[src/sv/modexp_pkg.sv]
// ----------------------------------------------------------------------------
// Modular exponentiation package
// Shared constants and the sequencer state type for the modular
// exponentiation unit.
// ----------------------------------------------------------------------------
package modexp_pkg;

   // Default operand width inside the datapath.
   localparam int unsigned DEFAULT_WIDTH = 32;

   // Width of the operand and result fields on the ports.
   localparam int unsigned FIELD_WIDTH = 32;

   // Sequencer states, one-hot coded.
   typedef enum logic [4:0] {
      ST_IDLE   = 5'b00001,
      ST_REDUCE = 5'b00010,
      ST_MULT   = 5'b00100,
      ST_SQUARE = 5'b01000,
      ST_DONE   = 5'b10000
   } state_type;

endpackage

[src/sv/modular_exponentiation_unit.sv]
// ----------------------------------------------------------------------------
// Modular exponentiation unit
// Computes base ** exponent mod modulus by right-to-left square and multiply,
// with every modular product formed bit-serially on one shared step unit.
// ----------------------------------------------------------------------------
// Each transfer on the req_ channel carries a base, an exponent and a modulus,
// and yields exactly one transfer on the rsp_ channel. A zero modulus returns
// a result of 0 with rsp_modulus_error set; a zero exponent returns 1 (not
// reduced). Otherwise the unit first reduces the base, then for every
// exponent bit up to the highest set one it multiplies the result by the
// running base when the bit is set and squares the base when higher set bits
// remain; each of these modular products is formed in the shared
// double/add/reduce unit, which handles one multiplier bit per cycle. The
// unit takes one item at a time; req_ready is high only while it is idle,
// and a finished result waits in the output register until it is taken.
module modular_exponentiation_unit #(
   parameter int unsigned WIDTH = modexp_pkg::DEFAULT_WIDTH
) (
   input  logic                               clock,
   input  logic                               reset,
   input  logic                               req_valid,
   output logic                               req_ready,
   input  logic [modexp_pkg::FIELD_WIDTH-1:0] req_base_value,
   input  logic [modexp_pkg::FIELD_WIDTH-1:0] req_exponent_value,
   input  logic [modexp_pkg::FIELD_WIDTH-1:0] req_modulus_value,
   output logic                               rsp_valid,
   input  logic                               rsp_ready,
   output logic [modexp_pkg::FIELD_WIDTH-1:0] rsp_power_result,
   output logic                               rsp_modulus_error
);

   localparam int unsigned CNT_W = (WIDTH > 1) ? $clog2(WIDTH) : 1;
   localparam logic [CNT_W-1:0] CNT_LAST = CNT_W'(WIDTH - 1);

   // Sequencer and datapath registers.
   modexp_pkg::state_type state_ff, state_in;
   logic [CNT_W-1:0] cnt_ff, cnt_in;
   logic [WIDTH-1:0] acc_ff, acc_in;
   logic [WIDTH-1:0] scan_ff, scan_in;
   logic [WIDTH-1:0] base_ff, base_in;
   logic [WIDTH-1:0] pow_ff, pow_in;
   logic [WIDTH-1:0] exp_ff, exp_in;
   logic [WIDTH-1:0] mod_ff, mod_in;
   logic             err_ff, err_in;

   // Output register.
   logic                               rsp_valid_ff, rsp_valid_in;
   logic [modexp_pkg::FIELD_WIDTH-1:0] rsp_result_ff, rsp_result_in;
   logic                               rsp_error_ff, rsp_error_in;

   // Operands cut to the datapath width.
   logic [WIDTH-1:0] in_base, in_exp, in_mod;

   // Shared step unit signals.
   logic [WIDTH-1:0] mcand;
   logic [WIDTH:0]   dbl, dbl_red, sum, sum_red;
   logic [WIDTH:0]   mod_ext;
   logic [WIDTH-1:0] step_out;
   logic             req_xfer, out_free;

   assign in_base  = WIDTH'(req_base_value);
   assign in_exp   = WIDTH'(req_exponent_value);
   assign in_mod   = WIDTH'(req_modulus_value);
   assign req_ready = (state_ff == modexp_pkg::ST_IDLE);
   assign req_xfer  = req_valid && req_ready;
   assign out_free  = !rsp_valid_ff || rsp_ready;

   // Multiplicand selection: the result during a multiply, the base during a
   // square, and one while the base is being reduced.
   always_comb begin
      unique case (state_ff)
         modexp_pkg::ST_MULT:   mcand = pow_ff;
         modexp_pkg::ST_SQUARE: mcand = base_ff;
         default:               mcand = WIDTH'(1);
      endcase
   end

   // One step of MSB-first interleaved modular multiplication:
   // acc = (2 * acc + bit * mcand) mod m, with two conditional subtractions.
   always_comb begin
      mod_ext = {1'b0, mod_ff};
      dbl     = {acc_ff, 1'b0};
      dbl_red = (dbl >= mod_ext) ? (dbl - mod_ext) : dbl;
      sum     = dbl_red + (scan_ff[WIDTH-1] ? {1'b0, mcand} : '0);
      sum_red = (sum >= mod_ext) ? (sum - mod_ext) : sum;
      step_out = sum_red[WIDTH-1:0];
   end

   // Sequencer.
   always_comb begin
      state_in      = state_ff;
      cnt_in        = cnt_ff;
      acc_in        = acc_ff;
      scan_in       = scan_ff;
      base_in       = base_ff;
      pow_in        = pow_ff;
      exp_in        = exp_ff;
      mod_in        = mod_ff;
      err_in        = err_ff;
      rsp_valid_in  = rsp_valid_ff && !rsp_ready;
      rsp_result_in = rsp_result_ff;
      rsp_error_in  = rsp_error_ff;

      unique case (state_ff)
         modexp_pkg::ST_IDLE: begin
            if (req_xfer) begin
               mod_in  = in_mod;
               exp_in  = in_exp;
               acc_in  = '0;
               scan_in = in_base;
               cnt_in  = CNT_LAST;
               err_in  = 1'b0;
               pow_in  = WIDTH'(1);
               priority if (in_mod == '0) begin
                  pow_in   = '0;
                  err_in   = 1'b1;
                  state_in = modexp_pkg::ST_DONE;
               end else if (in_exp == '0) begin
                  state_in = modexp_pkg::ST_DONE;
               end else begin
                  state_in = modexp_pkg::ST_REDUCE;
               end
            end
         end

         modexp_pkg::ST_REDUCE, modexp_pkg::ST_MULT, modexp_pkg::ST_SQUARE: begin
            acc_in  = step_out;
            scan_in = {scan_ff[WIDTH-2:0], 1'b0};
            cnt_in  = cnt_ff - CNT_W'(1);
            if (cnt_ff == '0) begin
               // Product finished: store it and pick the next operation.
               acc_in = '0;
               cnt_in = CNT_LAST;
               priority if (state_ff == modexp_pkg::ST_REDUCE) begin
                  base_in  = step_out;
                  scan_in  = step_out;
                  state_in = exp_ff[0] ? modexp_pkg::ST_MULT : modexp_pkg::ST_SQUARE;
               end else if (state_ff == modexp_pkg::ST_MULT) begin
                  pow_in   = step_out;
                  scan_in  = base_ff;
                  state_in = (exp_ff[WIDTH-1:1] == '0) ? modexp_pkg::ST_DONE
                                                       : modexp_pkg::ST_SQUARE;
               end else begin
                  // Square done: move to the next exponent bit.
                  base_in  = step_out;
                  scan_in  = step_out;
                  exp_in   = {1'b0, exp_ff[WIDTH-1:1]};
                  state_in = exp_ff[1] ? modexp_pkg::ST_MULT : modexp_pkg::ST_SQUARE;
               end
            end
         end

         modexp_pkg::ST_DONE: begin
            if (out_free) begin
               rsp_valid_in  = 1'b1;
               rsp_result_in = modexp_pkg::FIELD_WIDTH'(pow_ff);
               rsp_error_in  = err_ff;
               state_in      = modexp_pkg::ST_IDLE;
            end
         end

         default: begin
            state_in = modexp_pkg::ST_IDLE;
         end
      endcase
   end

   // Control registers.
   always_ff @(posedge clock) begin
      if (reset) begin
         state_ff     <= modexp_pkg::ST_IDLE;
         rsp_valid_ff <= 1'b0;
      end else begin
         state_ff     <= state_in;
         rsp_valid_ff <= rsp_valid_in;
      end
   end

   // Payload registers.
   always_ff @(posedge clock) begin
      cnt_ff        <= cnt_in;
      acc_ff        <= acc_in;
      scan_ff       <= scan_in;
      base_ff       <= base_in;
      pow_ff        <= pow_in;
      exp_ff        <= exp_in;
      mod_ff        <= mod_in;
      err_ff        <= err_in;
      rsp_result_ff <= rsp_result_in;
      rsp_error_ff  <= rsp_error_in;
   end

   assign rsp_valid         = rsp_valid_ff;
   assign rsp_power_result  = rsp_result_ff;
   assign rsp_modulus_error = rsp_error_ff;

endmodule

[config.mk]
export PLATFORM = sky130hd
export DESIGN_NAME = modular_exponentiation_unit
export DESIGN_NICKNAME = d
export VERILOG_FILES = /design/src/sv/modexp_pkg.sv /design/src/sv/modular_exponentiation_unit.sv
export SDC_FILE = /design/constraint.sdc
export NUM_CORES = 1
export LEC_CHECK = 0
export BUFFER_PORTS_ARGS = -buffer_cell sky130_fd_sc_hd__clkbuf_2
export CORE_MARGIN = 4
export CORE_UTILIZATION = 45
export CTS_CLUSTER_SIZE = 30
export DETAILED_ROUTE_END_ITERATION = 16
export RECOVER_POWER = 50
export SYNTH_ARGS = -nofsm -noshare
export SYNTH_HDL_FRONTEND = slang
export SYNTH_SLANG_ARGS = --single-unit
[constraint.sdc]
create_clock -name clock -period 9.1 [get_ports clock]
set_clock_uncertainty 0.2 [all_clocks]
set_input_delay 0.455 -clock clock [delete_from_list [all_inputs] [get_ports clock]]
set_output_delay 0.455 -clock clock [all_outputs]
set_load 0.005 [all_outputs]
==> impl_metrics.py <==
metrics = {
    "placed_design": {
        "hpwlAfterDp_microns": 38000,
        "post-place-ws_ps": -48.0,
        "finalWeightedCongestion": 0.976,
        "port_buffers": 134,
    },
    "global_route": {
        "grt_util_all_layers": 0.262,
        "grt_pass1_wl_microns": 78000,
        "antenna_found_initial": 1,
        "grt_overflow_total": 0,
        "grt_pass1_vias": 13244,
        "grt_start_max_net_pins": 86,
    },
    "yosys": {
        "yosys.area_share.simple": 0.173,
        "synthFlopType": "edfxtp_1",
        "ys_ff_latch": 237,
        "synth.cell_area_sq_mm": 0.0155,
        "synth_top_family_by_area": "compound AO/OA/AOI/OAI gates",
        "postSynth.asyncResetShare": 0,
        "yosys-top-cells-count": "edfxtp_1, nand2_1, nor2_1",
        "ys_top_cells_by_area": "edfxtp_1, ha_1, nand2_1, a21oi_1, nor2_1",
        "synth.area.mux_share": 0.0179,
        "post_synth_num_cell_types": 74,
        "yosysTopAreaCellShare": 0.446,
        "syn_nets": 1834,
        "yosys.area.top_type": "edfxtp_1",
        "synthAdderAreaFrac": 0.0819,
        "synth_enable_flop_cells": 231,
        "yosysWarnings": 0,
        "synth_compound_area_frac": 0.191,
        "synthMostInstantiatedCell": "edfxtp_1",
        "avgSynthCellArea_sq_um": 9.52,
        "synth_xor_area_frac": 0.0472,
        "synth_cells": 1634,
        "yosysSeqAreaShare": 0.454,
    },
    "worst_setup_path": {
        "path_class": "reg -> reg",
        "arrival_ps": 8730,
        "critPathMaxFanout": 35,
        "endpoint_kind": "flop",
        "ff2ff_setup_slack_ps": 440,
        "slowest_stage": "ha_1",
        "cp_slowest_stage_delay_ps": 550,
        "start_kind": "flop",
        "worstRegToRegCells": 31,
        "cp_data_required_time_ps": 9170,
    },
    "die": {
        "die_y_microns": 194,
        "initial_core_util": 0.460,
        "ios": 135,
        "die_area_sq_mm": 0.0376,
        "die_w_microns": 194,
        "std_cell_rows": 67,
        "coreArea_sq_mm": 0.0338,
    },
    "clocking": {
        "cts_buffers": 28,
        "cts.sinks": 237,
        "h-tree-depth": 1,
        "cts_buffer_depth": 3,
        "cts-root-buf": "clkbuf_16",
        "clk_latency_ps": 560,
        "tritoncts": "built",
        "path_clk_slew_ps": 70,
    },
    "outcome": {
        "status": "finished with violations",
        "violations": "capacitance limit, slew limit",
    },
    "layout": {
        "postLayoutCoreUtil": 0.545,
        "layout-drive-gt1-share": 0.101,
        "diodes": 0,
        "final_nets": 2021,
        "fillCellCount": 3084,
        "synthToLayoutAreaGrowth_pct": 18.4,
    },
    "run": {
        "drv_cap": 4,
    },
    "drt": {
        "drtPass1Iterations": 6,
        "drtIter0Drc": 1335,
        "routed-via-count": 13701,
        "ant_nets": 0,
        "post_drt_wl_per_cell_microns": 22.4,
        "drc": 0,
        "wirelength_microns": 51200,
        "via_per_inst": 5.98,
    },
    "min_path": {
        "hold_path.class": "in -> reg",
        "hold-path-cell-count": 3,
    },
    "timing": {
        "finalCritPeriodShare": 0.952,
        "tightest_slew_ps": 3580,
        "setup_ws_ps": 438,
        "finalHoldViolations": 0,
        "min_period_ps": 8660,
        "fin_tns_setup_ps": 0,
        "holdWs_ps": 12.9,
        "grt_setup_unrepaired": "false",
        "timing.slew.headroom": -1.39,
        "final_max_slew_viol_count": 120,
        "setup_viol": 0,
        "max_freq_ghz": 0.115,
    },
    "power_and_ir_drop": {
        "pwr_density_cell_mw_per_mm2": 305,
        "leakage_nw": 7.21,
        "ir_drop_v": 0.000140,
    },
}
[worst max-delay path: cells and delay by family (launching register included)]
family / cells / cell delay (ps)
AND/OR/NAND/NOR: 6 / 1220
flip-flops: 1 / 420
adder cells (fa/ha/maj): 3 / 1170
multiplexers: 1 / 470
AO/OA/AOI/OAI: 15 / 3700
buffers and inverters: 5 / 1040
XOR/XNOR: 1 / 150
[cells by family (layout without fill, tap and decap cells)]
logic type / after synthesis / count (layout)
and+or+nand+nor: 583 / 583
AOI/OAI and AO/OA: 462 / 462
xor gates and xnor gates: 83 / 83
adders and majority gates: 100 / 100
DFF: 237 / 237
muxes: 27 / 27
buffers and inverters: 142 / 351
[area by class of cell]
type	count	area (sq um)	share of cell area
multi-input combinational	1255	8020	0.436
clock inverter	21	260	0.0141
clock buffer	31	733	0.0398
tap	448	561	0.0304
sequential	237	7060	0.383
timing repair buffer	231	1530	0.0829
inverter	68	255	0.0139
[layer usage]
layer	track usage	vias to the layer above	wire length, microns
li1	-	6459	-
met1	0.396	6518	23600
met2	0.385	650	21400
met3	0.0535	72	4700
met4	0.0693	2	1480
met5	0	-	13
[through the flow]
step,total power [mW],cells,cell area [sq um]
detailed placement,4.25,2166,16800
global route,5.93,2291,18400
finish,5.62,2291,18400
floorplan,3.42,1634,15500
CTS,5.54,2290,18500
global placement,4.25,2166,16800
[cell usage in the layout, fill, tap and decap left out, types with 21 or more instances in the layout]
| cell | instances |
|---|---|
| a21o_1 | 25 |
| xor2_1 | 31 |
| edfxtp_1 | 231 |
| nor4_1 | 28 |
| mux2i_1 | 21 |
| nand2_1 | 198 |
| a22oi_1 | 34 |
| clkbuf_16 | 29 |
| xnor2_1 | 51 |
| nor3_1 | 28 |
| clkbuf_2 | 86 |
| nand3_1 | 27 |
| ha_1 | 97 |
| clkbuf_1 | 52 |
| a21oi_1 | 127 |
| inv_1 | 68 |
| buf_4 | 25 |
| dlygate4sd3_1 | 68 |
| nor2b_1 | 44 |
| o21ai_0 | 106 |
| nor2_1 | 174 |
[timing repair]
| item | 4_1_cts | 5_1_grt |
|---|---|---|
| hold buffers | 68 | 0 |
| gates resized for setup | 0 | 9 |
| setup endpoints to repair | 4 | 118 |
| cloned | 0 | 0 |
| setup buffers | 4 | 1 |
| endpoints found under the hold margin | 73 | 0 |
| pin swaps | 1 | 1 |
[power breakdown]
group	switching [mW]	leakage, nW	total, mW	internal (mW)
clock	0.474	0.476	1.22	0.748
combinational	1.82	4.51	2.86	1.03
sequential	0.0889	2.22	1.54	1.45
[sequential cells by signal, summed over array words and instances, names as in the netlist]
register           count
err_ff                 1
rsp_power_result      32
pow_ff                32
exp_ff                32
state_ff               5
rsp_modulus_error      1
scan_ff               32
rsp_valid              1
acc_ff                32
mod_ff                32
cnt_ff                 5
base_ff               32
[final timing paths]
check                         start                 to
setup / recovery          mod_ff[1]        scan_ff[11]
hold / removal    req_base_value[2]         scan_ff[2]
setup reg to reg          mod_ff[1]        scan_ff[11]
hold reg to reg              err_ff  rsp_modulus_error
Note: power is estimated with default switching activity, not from simulation.
